===== src/rtl/fts_pkg.sv =====
// ----------------------------------------------------------------------------
// fts_pkg
// shared types and constants for the frame timestamp tracker
// ----------------------------------------------------------------------------
package fts_pkg;

    localparam logic [2:0] OP_TRACK    = 3'd0;
    localparam logic [2:0] OP_RENDERED = 3'd1;
    localparam logic [2:0] OP_SEEK     = 3'd2;
    localparam logic [2:0] OP_INPUT    = 3'd3;
    localparam logic [2:0] OP_TIMEOUT  = 3'd4;
    localparam logic [2:0] OP_CLEAR    = 3'd5;
    localparam logic [2:0] OP_RSVD_A   = 3'd6;
    localparam logic [2:0] OP_RSVD_B   = 3'd7;

    localparam logic [1:0] REG_TUNNELED = 2'd0;
    localparam logic [1:0] REG_IN_THR   = 2'd1;
    localparam logic [1:0] REG_PEND_THR = 2'd2;
    localparam logic [1:0] REG_MAX_PEND = 2'd3;

    localparam logic [63:0] NONE_TIME = 64'hFFFF_FFFF_FFFF_FFFF;
    localparam logic [63:0] SIGN_BIT  = 64'h8000_0000_0000_0000;

    // datapath commands
    typedef struct packed {
        logic clear;      // empty table, reset tracking
        logic scan_rst;   // reset scan index
        logic scan_step;  // advance scan, read next entry
        logic ins_start;  // begin insertion shift from the end
        logic ins_step;   // one shift step
        logic ins_write;  // write new word at insertion point
        logic ret_start;  // begin compaction after retire
        logic ret_step;   // one compaction move
        logic ret_done;   // commit new count
        logic seek;       // latch seek time
        logic inc_input;  // bump input count
        logic drop_cnt;   // count current entry as dropped
        logic retire;     // count current entry as retired
    } t_cmd;

    typedef struct packed {
        logic scan_end;   // scan index reached count
        logic hit_dup;    // current entry equals key
        logic le_t;       // current entry at or below input time
        logic drop_cond;  // current entry counts as dropped
        logic full;       // table full
        logic ins_end;    // shift reached insertion point
        logic ret_end;    // compaction finished
        logic chk_ok;     // preroll criteria met
        logic inp_pos;    // input count nonzero
    } t_sts;

    function automatic logic [63:0] order_key(input logic [63:0] t);
        return t ^ SIGN_BIT;
    endfunction

endpackage


===== src/rtl/fts_ctrl.sv =====
// ----------------------------------------------------------------------------
// fts_ctrl
// event sequencer driving the datapath, result strobe
// ----------------------------------------------------------------------------
module fts_ctrl import fts_pkg::*; (
    input  logic       i_clk,
    input  logic       i_rst_n,
    input  logic       start,
    input  logic [2:0] i_op,
    input  logic       i_eos,
    input  logic       i_tunneled,
    input  t_sts       i_sts,
    output t_cmd       o_cmd,
    output logic       busy,
    output logic       o_valid,
    output logic       o_done,
    output logic       o_dup,
    output logic       o_ovf,
    output logic       o_prerolling,
    output logic       o_rend
);

    typedef enum logic [3:0] {
        S_IDLE, S_DSCAN, S_DWAIT, S_INS_RD, S_INS, S_REND_RD, S_REND,
        S_RET_RD, S_RET, S_CHECK, S_REPLY
    } t_state;

    t_state     r_state;
    logic [2:0] r_op;
    logic       r_eos;
    logic       r_pre;
    logic       r_done;
    logic       r_dup;
    logic       r_ovf;
    logic       r_valid;
    logic       r_rend;

    always_comb begin
        o_cmd = '0;
        unique case (r_state)
            S_IDLE: begin
                if (start) begin
                    if (i_op == OP_TRACK || i_op == OP_RENDERED) o_cmd.scan_rst = 1'b1;
                    if (i_op == OP_SEEK)  o_cmd.seek = 1'b1;
                    if (i_op == OP_CLEAR) o_cmd.clear = 1'b1;
                    if (i_op == OP_INPUT && i_tunneled) o_cmd.inc_input = 1'b1;
                end
            end
            S_DSCAN: begin
                if (!i_sts.scan_end && !i_sts.hit_dup) o_cmd.scan_step = 1'b1;
                else if (i_sts.scan_end && !i_sts.full) o_cmd.ins_start = 1'b1;
            end
            S_INS: begin
                if (i_sts.ins_end) o_cmd.ins_write = 1'b1;
                else o_cmd.ins_step = 1'b1;
            end
            S_REND: begin
                if (!i_sts.scan_end && i_sts.le_t) begin
                    o_cmd.scan_step = 1'b1;
                    o_cmd.retire    = 1'b1;
                    o_cmd.drop_cnt  = i_sts.drop_cond;
                end else o_cmd.ret_start = 1'b1;
            end
            S_RET: begin
                if (i_sts.ret_end) o_cmd.ret_done = 1'b1;
                else o_cmd.ret_step = 1'b1;
            end
            default: ;
        endcase
    end

    always_ff @(posedge i_clk) begin
        if (!i_rst_n) begin
            r_state <= S_IDLE;
            r_op    <= OP_TRACK;
            r_eos   <= 1'b0;
            r_pre   <= 1'b0;
            r_done  <= 1'b0;
            r_dup   <= 1'b0;
            r_ovf   <= 1'b0;
            r_valid <= 1'b0;
            r_rend  <= 1'b0;
        end else begin
            r_valid <= 1'b0;
            unique case (r_state)
                S_IDLE: begin
                    if (start) begin
                        r_op   <= i_op;
                        r_eos  <= i_eos;
                        r_done <= 1'b0;
                        r_dup  <= 1'b0;
                        r_ovf  <= 1'b0;
                        r_rend <= (i_op == OP_RENDERED);
                        priority case (i_op)
                            OP_TRACK:    r_state <= S_DWAIT;
                            OP_RENDERED: r_state <= S_REND_RD;
                            OP_SEEK: begin
                                if (i_tunneled) r_pre <= 1'b1;
                                r_state <= S_CHECK;
                            end
                            OP_INPUT:    r_state <= S_CHECK;
                            OP_TIMEOUT: begin
                                if (r_pre && i_sts.inp_pos) begin
                                    r_pre  <= 1'b0;
                                    r_done <= 1'b1;
                                end
                                r_state <= S_REPLY;
                            end
                            OP_CLEAR: begin
                                r_pre   <= 1'b0;
                                r_state <= S_REPLY;
                            end
                            default:     r_state <= S_REPLY;
                        endcase
                    end
                end
                S_DWAIT: r_state <= S_DSCAN;
                S_DSCAN: begin
                    if (!i_sts.scan_end && i_sts.hit_dup) begin
                        r_dup   <= 1'b1;
                        r_state <= S_CHECK;
                    end else if (!i_sts.scan_end) r_state <= S_DWAIT;
                    else if (i_sts.full) begin
                        r_ovf   <= 1'b1;
                        r_state <= S_CHECK;
                    end else r_state <= S_INS_RD;
                end
                S_INS_RD: r_state <= S_INS;
                S_INS: begin
                    if (i_sts.ins_end) r_state <= S_CHECK;
                end
                S_REND_RD: r_state <= S_REND;
                S_REND: begin
                    if (!i_sts.scan_end && i_sts.le_t) r_state <= S_REND_RD;
                    else r_state <= S_RET_RD;
                end
                S_RET_RD: r_state <= S_RET;
                S_RET: begin
                    if (i_sts.ret_end) r_state <= S_REPLY;
                    else r_state <= S_RET_RD;
                end
                S_CHECK: begin
                    if (i_tunneled && r_pre && (r_op != OP_INPUT || !r_eos) &&
                        i_sts.chk_ok) begin
                        r_pre  <= 1'b0;
                        r_done <= 1'b1;
                    end else if (i_tunneled && r_pre && r_op == OP_INPUT && r_eos) begin
                        r_pre  <= 1'b0;
                        r_done <= 1'b1;
                    end
                    r_state <= S_REPLY;
                end
                S_REPLY: begin
                    r_valid <= 1'b1;
                    r_state <= S_IDLE;
                end
                default: r_state <= S_IDLE;
            endcase
        end
    end

    assign busy         = (r_state != S_IDLE);
    assign o_valid      = r_valid;
    assign o_done       = r_done;
    assign o_dup        = r_dup;
    assign o_ovf        = r_ovf;
    assign o_prerolling = r_pre;
    assign o_rend       = r_rend;

endmodule


===== config.mk =====
export PLATFORM = sky130hd
export DESIGN_NAME = fts_ctrl
export DESIGN_NICKNAME = d
export VERILOG_FILES = /design/src/rtl/fts_pkg.sv /design/src/rtl/fts_ctrl.sv
export SDC_FILE = /design/constraint.sdc
export NUM_CORES = 1
export LEC_CHECK = 0
export ABC_AREA = 1
export ABC_CLOCK_PERIOD_IN_PS = 1290
export BUFFER_PORTS_ARGS = -buffer_cell sky130_fd_sc_hd__buf_2
export CAP_MARGIN = 20
export CORE_ASPECT_RATIO = 0.9
export CORE_MARGIN = 2
export CORE_UTILIZATION = 43
export DETAILED_ROUTE_END_ITERATION = 6
export PLACE_DENSITY = 0.74
export SKIP_LAST_GASP = 1
export SLEW_MARGIN = 25
export SYNTH_ARGS = -nofsm -noshare
export SYNTH_HDL_FRONTEND = slang
export SYNTH_SLANG_ARGS = --single-unit
export TNS_END_PERCENT = 30

===== constraint.sdc =====
create_clock -name i_clk -period 1.29 [get_ports i_clk]
set_clock_uncertainty 0.05 [all_clocks]
set_input_delay 0.129 -clock i_clk [delete_from_list [all_inputs] [get_ports i_clk]]
set_output_delay 0.129 -clock i_clk [all_outputs]
set_load 0.05 [all_outputs]

==> out/qor.csv, run 1 <==
metric,value,unit
Post-synth ARST share,0,%
TritonCTS Buffers,3,
post-route cell area,1560,µm²
all-layer global routing usage,24.6,%
antenna diode count,0,
largest family of logic cells by synthesized area,simple AND/OR/NAND/NOR gates,
number of flops mapped to enable cells by yosys,0,
top sig layer,met4,
Core Area,2160,µm²
Max rail drop VDD,1.41,mV
Met1 Wirelength,1300,µm
Simple-Gate Fraction of Synth Area,47.2,%
worst slew pin tran,308,ps
clk sinks,14,
top-count cell post-synth,nand2_1,
violated checks,negative setup slack,
max-slew violations,0,
post-synthesis cell type count,25,
TritonCTS clock tree,yes,
status,finished with violations,
Tmin final,1580,ps
multiplexer share of the synthesized area,0,%
Iter 0 DRT Violations,28,
CP cell instances,nor2_4 > buf_4 > nand3_1 > inv_1 > buf_6,
synthesized area per cell,6.51,µm²
"Remaining Overflow, GRT",0,
Worst Slack Setup Final,-293,ps
drt drc,0,
1st-pass router iterations,4,
CP Data Arrival Time,1400,ps
nets@finish,227,
fmax,0.632,GHz
placed inst area,1370,µm²
Tot Pwr,0.00345,W
Tcrit/Tclk final,123,%
initial antenna violation count,0,
fin cells,236,
WL final,3120,µm
vias,1202,
synthesis-to-layout area growth,60.3,%
row count,16,
Synth Area in Compound Gates,12.6,%
area share of the largest cell type after synthesis,28.7,%
Pleak,0.779,nW
hold crit path type,input pin to flop,
vias in the first global route,1114,
ranking of synthesized cells by area,"dfxtp_1 (29%), nand2_1 (13%), inv_1 (7.3%)",
PwrDens,2210,nW/µm²
Max clock buf depth,2,
PortBufs,36,
Detailed Place HPWL,2240,µm
count of final hold-check violations,0,
starting density of the core,45.1,%
Syn Nets,167,
io pins,37,
clock-pin slew on the worst setup and hold paths,90,ps
Setup crit start kind,flop,
Syn Std Cell Area,976,µm²
H-tree levels,1,
CP bufs+invs,3,
sequential area share after synthesis,28.7,%
Worst slew margin,79.2,%
CP Max Fanout,5,
die width,54.2,µm
"slowest stage delay, CP",380,ps
die height,49.2,µm
CTS root buffer,clkbuf_4,
critical path's top delay family,buffers and inverters,
"Slowest-stage cell, CP",dfxtp_4,
Synth Flop Type,dfxtp_1,
"area leader, netlist",dfxtp_1,
RSZ-0062 raised after global routing,true,
Post-Synth XOR/XNOR Area,0,%
met2 routed WL,1630,µm
GP Congestion,0.875,
largest net degree at the start of global routing,9,
first-pass GRT wire length,4790,µm
Post-Synth Adder-Cell Area,0,%
routed len/inst,13.2,µm
setup TNS,-5590,ps
Worst Setup End Kind,output pin,
max-cap viol count,0,
Worst-Skew Late Latency,290,ps
Met3 Routed Length,150,µm
synthesis-stage register bit count,14,
fraction of layout instances using a drive strength above 1,49.3,%
Ys Warns,0,
Synth Instances,150,
total die area,2670,µm²
Setup CP Type,flop to output pin,
Setup Viol. Count Final,27,
Crit path required time,1110,ps
antenna-violating nets left,0,
dpl cells,227,
Post-synth top cells,"nand2_1 (33), inv_1 (19), dfxtp_1 (14), nand3_1 (14), nor2_1 (12)",
DR vias/cell,5.09,
-- cell type report --
type	count	area [µm²]
inverter	25	104
sequential	14	293
fill	178	598
clock buffer	4	36.3
timing repair buffer	57	413
multi-input combinational	109	684
tap	27	33.8
-- through the flow --
stage / utilization (%) / setup WS [ps] / hold slack [ps]
CTS: 69.2 / -267 / 62.3
finish: 72.3 / -293 / 69.2
floorplan: - / -341 / 213
detailed placement: 63.5 / -92.8 / 369
global route: 72.3 / -345 / 85.3
global placement: 63.5 / -61.1 / 353
-- kinds of logic (layout without fill, tap and decap cells) --
| logic type | after synthesis | count (layout) |
|---|---|---|
| compound gates | 21 | 21 |
| flops | 14 | 14 |
| simple gates | 88 | 88 |
| buf+inv | 27 | 86 |
-- registers in the layout, indices dropped and copies added (netlist names) --
register and flops:
o_done 1, o_dup 1, o_ovf 1, o_prerolling 1, o_rend 1, o_valid 1, r_eos 1, r_op 3
r_state 4
-- where the power goes --
part | internal, W | switching [W]
clock | 0.000172 | 0.000152
combinational | 0.000936 | 0.00148
sequential | 0.000575 | 0.000138
total | 0.00168 | 0.00177
-- worst min-delay path, delay by kind of cell --
kind,cells,cell delay (ps)
buffers and inverters,1,100
AOI/OAI and AO/OA,1,70
and+or+nand+nor,1,70
-- cells in the final DEF (no fill, tap or decap), drive strengths merged --
master and instances:
clkbuf 4, nand2 40, buf 57, inv 24
a21oi 8, a31oi 2, nor2 22, clkinv 1
o22ai 1, nor3 8, o21bai 1, dfxtp 14
nand4 3, nand3 14, o21ai 9, or2 1
-- repair_timing --
item	in CTS	in global routing
hold endpoints to repair	0	0
endpoints found under the setup margin	23	27
hold buffers	0	0
buffers inserted	2	3
resized for setup	23	12
pin swaps	4	1
-- final timing paths --
kind / depth (start not counted) / slack [ps] / to / startpoint
setup / recovery: 5 / -290 / o_cmd[4] / r_state[0]$_SDFFE_PN0P_
hold / removal: 3 / 70 / r_eos$_SDFFE_PN0P_ / i_eos
setup reg to reg: 10 / -260 / r_state[3]$_SDFFE_PN0P_ / r_state[3]$_SDFFE_PN0P_
hold reg to reg: 2 / 410 / r_op[2]$_SDFFE_PN0P_ / r_op[2]$_SDFFE_PN0P_
-- routing by layer --
layer	vias to the layer above	GRT usage, %
li1	599	-
met1	557	32.6
met2	42	39.2
met3	4	6.13
met4	0	6.25
met5	-	0
Note: power is estimated with default switching activity, not from simulation.
==> run 2, diff against run 1 <==
--- a/config.mk
+++ b/config.mk
@@ -9,11 +9,13 @@
 export ABC_CLOCK_PERIOD_IN_PS = 1290
 export BUFFER_PORTS_ARGS = -buffer_cell sky130_fd_sc_hd__buf_2
 export CAP_MARGIN = 20
+export CELL_PAD_IN_SITES_DETAIL_PLACEMENT = 1
+export CELL_PAD_IN_SITES_GLOBAL_PLACEMENT = 1
 export CORE_ASPECT_RATIO = 0.9
 export CORE_MARGIN = 2
-export CORE_UTILIZATION = 43
+export CORE_UTILIZATION = 29
 export DETAILED_ROUTE_END_ITERATION = 6
-export PLACE_DENSITY = 0.74
+export PLACE_DENSITY = 0.84
 export SKIP_LAST_GASP = 1
 export SLEW_MARGIN = 25
 export SYNTH_ARGS = -nofsm -noshare
==> run 2 against run 1 <==
Critical path depth rose by 4. The run still ends with negative setup slack left. Critical path type is now flop to flop. Global-route usage decreased by 0.62 points. Cell count up 9.3%. Fmax fell by 3.8%. Critical endpoint is now r_state[3]$_SDFFE_PN0P_. Highest routed layer unchanged.
==> out/qor.csv, run 2 (synthesized netlist as in run 1, its figures left out) <==
metric,value,unit,change
"slowest stage delay, CP",410,ps,was 380 ps
Setup crit start kind,flop,,unchanged
total die area,3850,µm²,was 2670 µm²
CP dominant cell by count,buf_4,,
RSZ-0062 raised after global routing,true,,unchanged
Setup Viol. Count Final,27,,unchanged
clock-pin slew on the worst setup and hold paths,60,ps,was 90 ps
count of final hold-check violations,0,,unchanged
"most common cell after layout, fill and taps aside",nand2_1,,unchanged
CP Data Arrival Time,1730,ps,was 1400 ps
grt met1 use,30.8,%,was 32.6%
DR vias/cell,5.09,,about the same
Max rail drop VDD,0.963,mV,was 1.41 mV
Clk pwr share,11.1,%,was 9.4%
GP Congestion,0.808,,was 0.875
vias in the first global route,1369,,was 1114
GRT met2 Usage,41.2,%,was 39.2%
Tot Pwr,0.00387,W,was 0.00345 W
max reg flops,4,,unchanged
WL final,4420,µm,was 3120 µm
antenna-violating nets left,0,,unchanged
fmax,0.608,GHz,was 0.632 GHz
TritonCTS Buffers,3,,unchanged
fraction of layout instances using a drive strength above 1,51.9,%,was 49.3%
1st-pass router iterations,4,,unchanged
GRT met3 Usage,4.94,%,was 6.13%
Worst slew margin,77.8,%,was 79.2%
"Slowest-stage cell, CP",dfxtp_4,,unchanged
Detailed Place HPWL,2680,µm,was 2240 µm
most frequent cells in the layout,"nand2_1 (31), buf_4 (28), buf_2 (23), inv_1 (17), nand3_1 (13)",,"was nand2_1 (31), buf_2 (24), buf_4 (22), inv_1 (18), nand3_1 (13)"
io pins,37,,unchanged
sequential share of power,18.7,%,was 20.7%
row count,19,,was 16
WHS Path Cells,3,,unchanged
worst slew pin tran,330,ps,was 308 ps
GR peak layer,met2,,unchanged
hold crit path type,input pin to flop,,unchanged
R2R cell count,9,,was 10
Core Area,3140,µm²,was 2160 µm²
H-tree levels,1,,unchanged
clk sinks,14,,unchanged
Top Registers,"r_state: 4 flops, r_op: 3 flops",,unchanged
Crit path required time,1380,ps,was 1110 ps
synthesis-to-layout area growth,73.8,%,was 60.3%
die width,65.2,µm,was 54.2 µm
CP cell instances,nor2_4 > nand2_8 > inv_8 > buf_4 > buf_4 > o21ai_0 > nand3_1 > o21ai_1 > nor2_1,,was nor2_4 > buf_4 > nand3_1 > inv_1 > buf_6
max-cap viol count,0,,unchanged
Worst Slack Setup Final,-355,ps,was -293 ps
largest net degree at the start of global routing,10,,was 9
DP Worst Slack,-122,ps,was -92.8 ps
violated checks,negative setup slack,,unchanged
PwrDens,2280,nW/µm²,was 2210 nW/µm²
NetSw,0.00199,W,was 0.00177 W
CTS root buffer,clkbuf_8,,was clkbuf_4
nets@finish,234,,was 227
antenna diode count,0,,unchanged
max-slew violations,0,,unchanged
PortBufs,36,,unchanged
Tmin final,1650,ps,was 1580 ps
status,finished with violations,,unchanged
vias,1312,,was 1202
Internal Power,0.00188,W,was 0.00168 W
starting density of the core,31.1,%,was 45.1%
TritonCTS clock tree,yes,,unchanged
Worst Setup End Kind,flop,,was output pin
Setup CP Type,flop to flop,,was flop to output pin
drt drc,0,,unchanged
initial antenna violation count,0,,unchanged
Iter 0 DRT Violations,45,,was 28
Pleak,0.824,nW,was 0.779 nW
routed len/inst,17.1,µm,was 13.2 µm
die height,59.0,µm,was 49.2 µm
"Most flops, register",r_state,,unchanged
Tcrit/Tclk final,128,%,was 123%
Gate power share,70.2,%,was 69.9%
Max clock buf depth,2,,unchanged
CP Max Fanout,6,,was 5
Worst-Skew Late Latency,250,ps,was 290 ps
"Remaining Overflow, GRT",0,,unchanged
first-pass GRT wire length,6920,µm,was 4790 µm
all-layer global routing usage,24.0,%,was 24.6%
Sw Ratio,51.4,%,was 51.2%
[run 2: cell count changes in the layout (fill, tap and decap cells not counted), moves of 2 or more]
cell	previous run	this run
inv_2	4	6
nor2_4	8	10
buf_6	10	8
clkbuf_8	1	4
clkbuf_4	3	1
buf_4	22	28
buf_8	1	4
[run 2: path summary, 6_finish.rpt]
kind                                               from  slack, ps                 endpoint
worst min register to register     r_op[2]$_SDFFE_PN0P_        410     r_op[2]$_SDFFE_PN0P_
worst min-delay path                           i_sts[7]        110       o_dup$_SDFFE_PN0P_
worst max register to register  r_state[0]$_SDFFE_PN0P_       -360  r_state[3]$_SDFFE_PN0P_
worst max-delay path            r_state[0]$_SDFFE_PN0P_       -360  r_state[3]$_SDFFE_PN0P_
[run 2: area by class of cell]
cell class	count	area, µm²
Clock buffer	4	55.1
Fill cell	421	1440
Inverter	25	101
Multi-Input combinational cell	109	709
Sequential cell	14	295
Tap cell	42	52.6
Timing Repair Buffer	64	483
[run 2: through the flow]
step	util (%)	cell area, µm²	setup TNS, ps	hold WS (ps)	std cells
floorplan	-	1050	-2880	213	150
global placement	44.8	1410	-653	361	244
detailed placement	44.8	1410	-1030	370	244
CTS	52.0	1630	-3960	109	256
global route	54.1	1700	-6760	112	258
finish	54.1	1700	-5170	109	258
[run 2: repair_timing]
item / CTS / global route
gates resized for setup: 32 / 17
setup buffers: 8 / 2
hold buffers: 0 / 0
setup endpoints to repair: 25 / 27
pin swaps: 6 / 2
[run 2: power groups by stage]
stage / logic, W / clock network (W) / registers [W]
after floorplan: 0.00133 / 0 / 0.000836
after global placement: 0.00211 / 0 / 0.000706
after detailed placement: 0.00215 / 0 / 0.000712
after CTS: 0.00249 / 0.000438 / 0.000716
after global routing: 0.00290 / 0.000457 / 0.000735
final: 0.00272 / 0.000430 / 0.000725
[run 2: critical path, delay by kind of cell (launching register included)]
kind / cells / cell delay, ps
AND/OR/NAND/NOR: 4 / 400
flip-flops: 1 / 410
buffers and inverters: 3 / 310
AO/OA/AOI/OAI: 2 / 360
[run 2: routing by layer]
layer	share of wire (%)	up-vias
li1	-	614
met2	50	52
met1	42	638
met5	0	-
met4	1.9	0
met3	6.2	8
==> run 3, diff against run 2 <==
--- a/config.mk
+++ b/config.mk
@@ -6,7 +6,7 @@
 export NUM_CORES = 1
 export LEC_CHECK = 0
 export ABC_AREA = 1
-export ABC_CLOCK_PERIOD_IN_PS = 1290
+export ABC_CLOCK_PERIOD_IN_PS = 1400
 export BUFFER_PORTS_ARGS = -buffer_cell sky130_fd_sc_hd__buf_2
 export CAP_MARGIN = 20
 export CELL_PAD_IN_SITES_DETAIL_PLACEMENT = 1
@@ -16,6 +16,7 @@
 export CORE_UTILIZATION = 29
 export DETAILED_ROUTE_END_ITERATION = 6
 export PLACE_DENSITY = 0.84
+export REMOVE_ABC_BUFFERS = 1
 export SKIP_LAST_GASP = 1
 export SLEW_MARGIN = 25
 export SYNTH_ARGS = -nofsm -noshare
==> constraint.sdc (replaced) <==
create_clock -name i_clk -period 1.4 [get_ports i_clk]
set_clock_uncertainty 0.05 [all_clocks]
set_input_delay 0.14 -clock i_clk [delete_from_list [all_inputs] [get_ports i_clk]]
set_output_delay 0.14 -clock i_clk [all_outputs]
set_load 0.05 [all_outputs]
==> run 3 against run 2 <==
Sequential share of layout area is 2.0 points higher. Critical path type is now flop to output pin. The run still ends with negative setup slack left. Wire length is 20% lower. Combinational power is 26% lower. Cell count is 5.4% lower. Flip-flop and latch count stayed put. First-iteration DRC count is 73% higher. Critical path depth is 3 lower. Largest power group unchanged.
==> out/qor.csv, run 3 (synthesized netlist as in run 1, its figures left out) <==
metric,value,unit,change
initial antenna violation count,0,,unchanged
Worst Slack Setup Final,-186,ps,was -355 ps
Top Registers,"r_state: 4 flops, r_op: 3 flops",,unchanged
Worst slew margin,80.5,%,was 77.8%
Internal Power,0.00146,W,was 0.00188 W
RSZ-0062 raised after global routing,true,,unchanged
die height,59.0,µm,unchanged
antenna-violating nets left,0,,unchanged
synthesis-to-layout area growth,50.6,%,was 73.8%
Worst Setup End Kind,output pin,,was flop
Setup CP Type,flop to output pin,,was flop to flop
max-cap viol count,0,,unchanged
CP Data Arrival Time,1400,ps,was 1730 ps
NetSw,0.00160,W,was 0.00199 W
Max clock buf depth,2,,unchanged
hold_buf cts,0,,unchanged
Tcrit/Tclk final,113,%,
Reg2Reg Setup Slack,-80,ps,was -360 ps
vias in the first global route,1251,,was 1369
Crit. Startpoint,r_state[1]$_SDFFE_PN0P_,,was r_state[0]$_SDFFE_PN0P_
1st-pass router iterations,4,,unchanged
R2R cell count,9,,unchanged
Crit Reg-Reg Endpoint,r_state[0]$_SDFFE_PN0P_,,was r_state[3]$_SDFFE_PN0P_
fraction of layout instances using a drive strength above 1,46.5,%,was 51.9%
starting density of the core,31.1,%,unchanged
Pleak,0.720,nW,was 0.824 nW
dpl cells,236,,was 244
count of final hold-check violations,0,,unchanged
antenna diode count,0,,unchanged
DP Worst Slack,-51.6,ps,was -122 ps
row count,19,,unchanged
violated checks,negative setup slack,,unchanged
footprint of the multi-input gates,634,µm²,was 709 µm²
TritonCTS clock tree,yes,,unchanged
clock-pin slew on the worst setup and hold paths,60,ps,about the same
Core Area,3140,µm²,unchanged
clk sinks,14,,unchanged
nets@finish,220,,was 234
TritonCTS Buffers,3,,unchanged
Sw Ratio,52.3,%,was 51.4%
PwrDens,2080,nW/µm²,was 2280 nW/µm²
worst reg2reg path startpoint,r_state[1]$_SDFFE_PN0P_,,was r_state[0]$_SDFFE_PN0P_
first-pass GRT wire length,5920,µm,was 6920 µm
Hold Startpoint,i_sts[7],,unchanged
worst setup path end,o_cmd[10],,was r_state[3]$_SDFFE_PN0P_
status,finished with violations,,unchanged
DR vias/cell,4.94,,was 5.09
Tot Pwr,0.00306,W,was 0.00387 W
vias,1205,,was 1312
Setup Viol. Count Final,18,,was 27
fmax,0.630,GHz,
Tmin final,1590,ps,
Gate power share,66.0,%,was 70.2%
total die area,3850,µm²,unchanged
post-layout utilization of the core,46.9,%,was 54.1%
Clk pwr share,13.2,%,was 11.1%
drt drc,0,,unchanged
Max rail drop VDD,0.845,mV,was 0.963 mV
setup TNS,-2110,ps,was -5170 ps
WL final,3540,µm,was 4420 µm
PortBufs,36,,unchanged
"most common cell after layout, fill and taps aside",nand2_1,,unchanged
CTS root buffer,clkbuf_8,,unchanged
Iter 0 DRT Violations,78,,was 45
largest net degree at the start of global routing,10,,unchanged
die width,65.2,µm,unchanged
Fillers,423,,was 421
max reg flops,4,,unchanged
fin cells,244,,was 258
routed len/inst,14.5,µm,was 17.1 µm
Setup crit start kind,flop,,unchanged
"Remaining Overflow, GRT",0,,unchanged
CP Max Fanout,3,,was 6
H-tree levels,1,,unchanged
worst slew pin tran,290,ps,was 330 ps
sequential share of power,20.8,%,was 18.7%
GP Congestion,0.804,,was 0.808
Crit path required time,1210,ps,was 1380 ps
all-layer global routing usage,20.1,%,was 24.0%
Worst-Skew Late Latency,250,ps,about the same
Detailed Place HPWL,2470,µm,was 2680 µm
hold crit path type,input pin to flop,,unchanged
io pins,37,,unchanged
"Most flops, register",r_state,,unchanged
most frequent cells in the layout,"nand2_1 (31), buf_2 (25), inv_1 (18), buf_4 (18), nand3_1 (13)",,"was nand2_1 (31), buf_4 (28), buf_2 (23), inv_1 (17), nand3_1 (13)"
Register Area,285,µm²,was 295 µm²
max-slew violations,0,,unchanged
-- run 3: worst min-delay path by stage --
stage	slack, ps	endpoint	depth (start not counted)
after global routing	130	r_eos$_SDFFE_PN0P_	3
after global placement	370	r_eos$_SDFFE_PN0P_	3
after floorplan	220	o_prerolling$_SDFFE_PN0P_	2
after CTS	120	r_eos$_SDFFE_PN0P_	3
final	120	o_dup$_SDFFE_PN0P_	3
after detailed placement	380	r_eos$_SDFFE_PN0P_	3
-- run 3: repair_timing --
item	CTS	global route
setup endpoints to repair	16	22
setup buffers	4	0
gates resized for setup	21	17
cloned	0	0
pin swaps	4	1
-- run 3: critical path, stage by stage (launching register included) --
cell	delay (ps)
dfxtp_2	350
inv_1	70
nor2_2	130
nand2_2	100
nor3_2	140
o21bai_1	140
buf_4	220
-- run 3: area by class of cell --
class                   count  share of cell area (%)
well taps                  42                    3.57
inverters                  25                    6.55
clock buffers               4                    3.74
repair buffers             50                    23.6
multi-input cells         109                    43.1
flip-flops and latches     14                    19.4
-- run 3: metal layers --
layer / wire [µm] / vias up / share of wire, % / GRT usage [%]
li1: - / 582 / - / -
met1: 1620 / 591 / 46 / 26.5
met2: 1750 / 26 / 49 / 34.0
met3: 121 / 6 / 3.4 / 4.18
met4: 48 / 0 / 1.4 / 4.76
met5: 0 / - / 0 / 0
-- run 3: power groups by stage --
stage	clock, W	sequential (W)	combinational (W)
floorplan	0	0.000753	0.00106
global placement	0	0.000623	0.00171
detailed placement	0	0.000630	0.00173
CTS	0.000404	0.000635	0.00190
global route	0.000430	0.000648	0.00219
finish	0.000402	0.000637	0.00202
-- run 3: through the flow --
| stage | hold WS, ps | cell area [µm²] |
|---|---|---|
| after floorplan | 225 | 960 |
| after global placement | 374 | 1270 |
| after detailed placement | 375 | 1270 |
| after CTS | 120 | 1420 |
| after global routing | 134 | 1470 |
| final | 121 | 1470 |
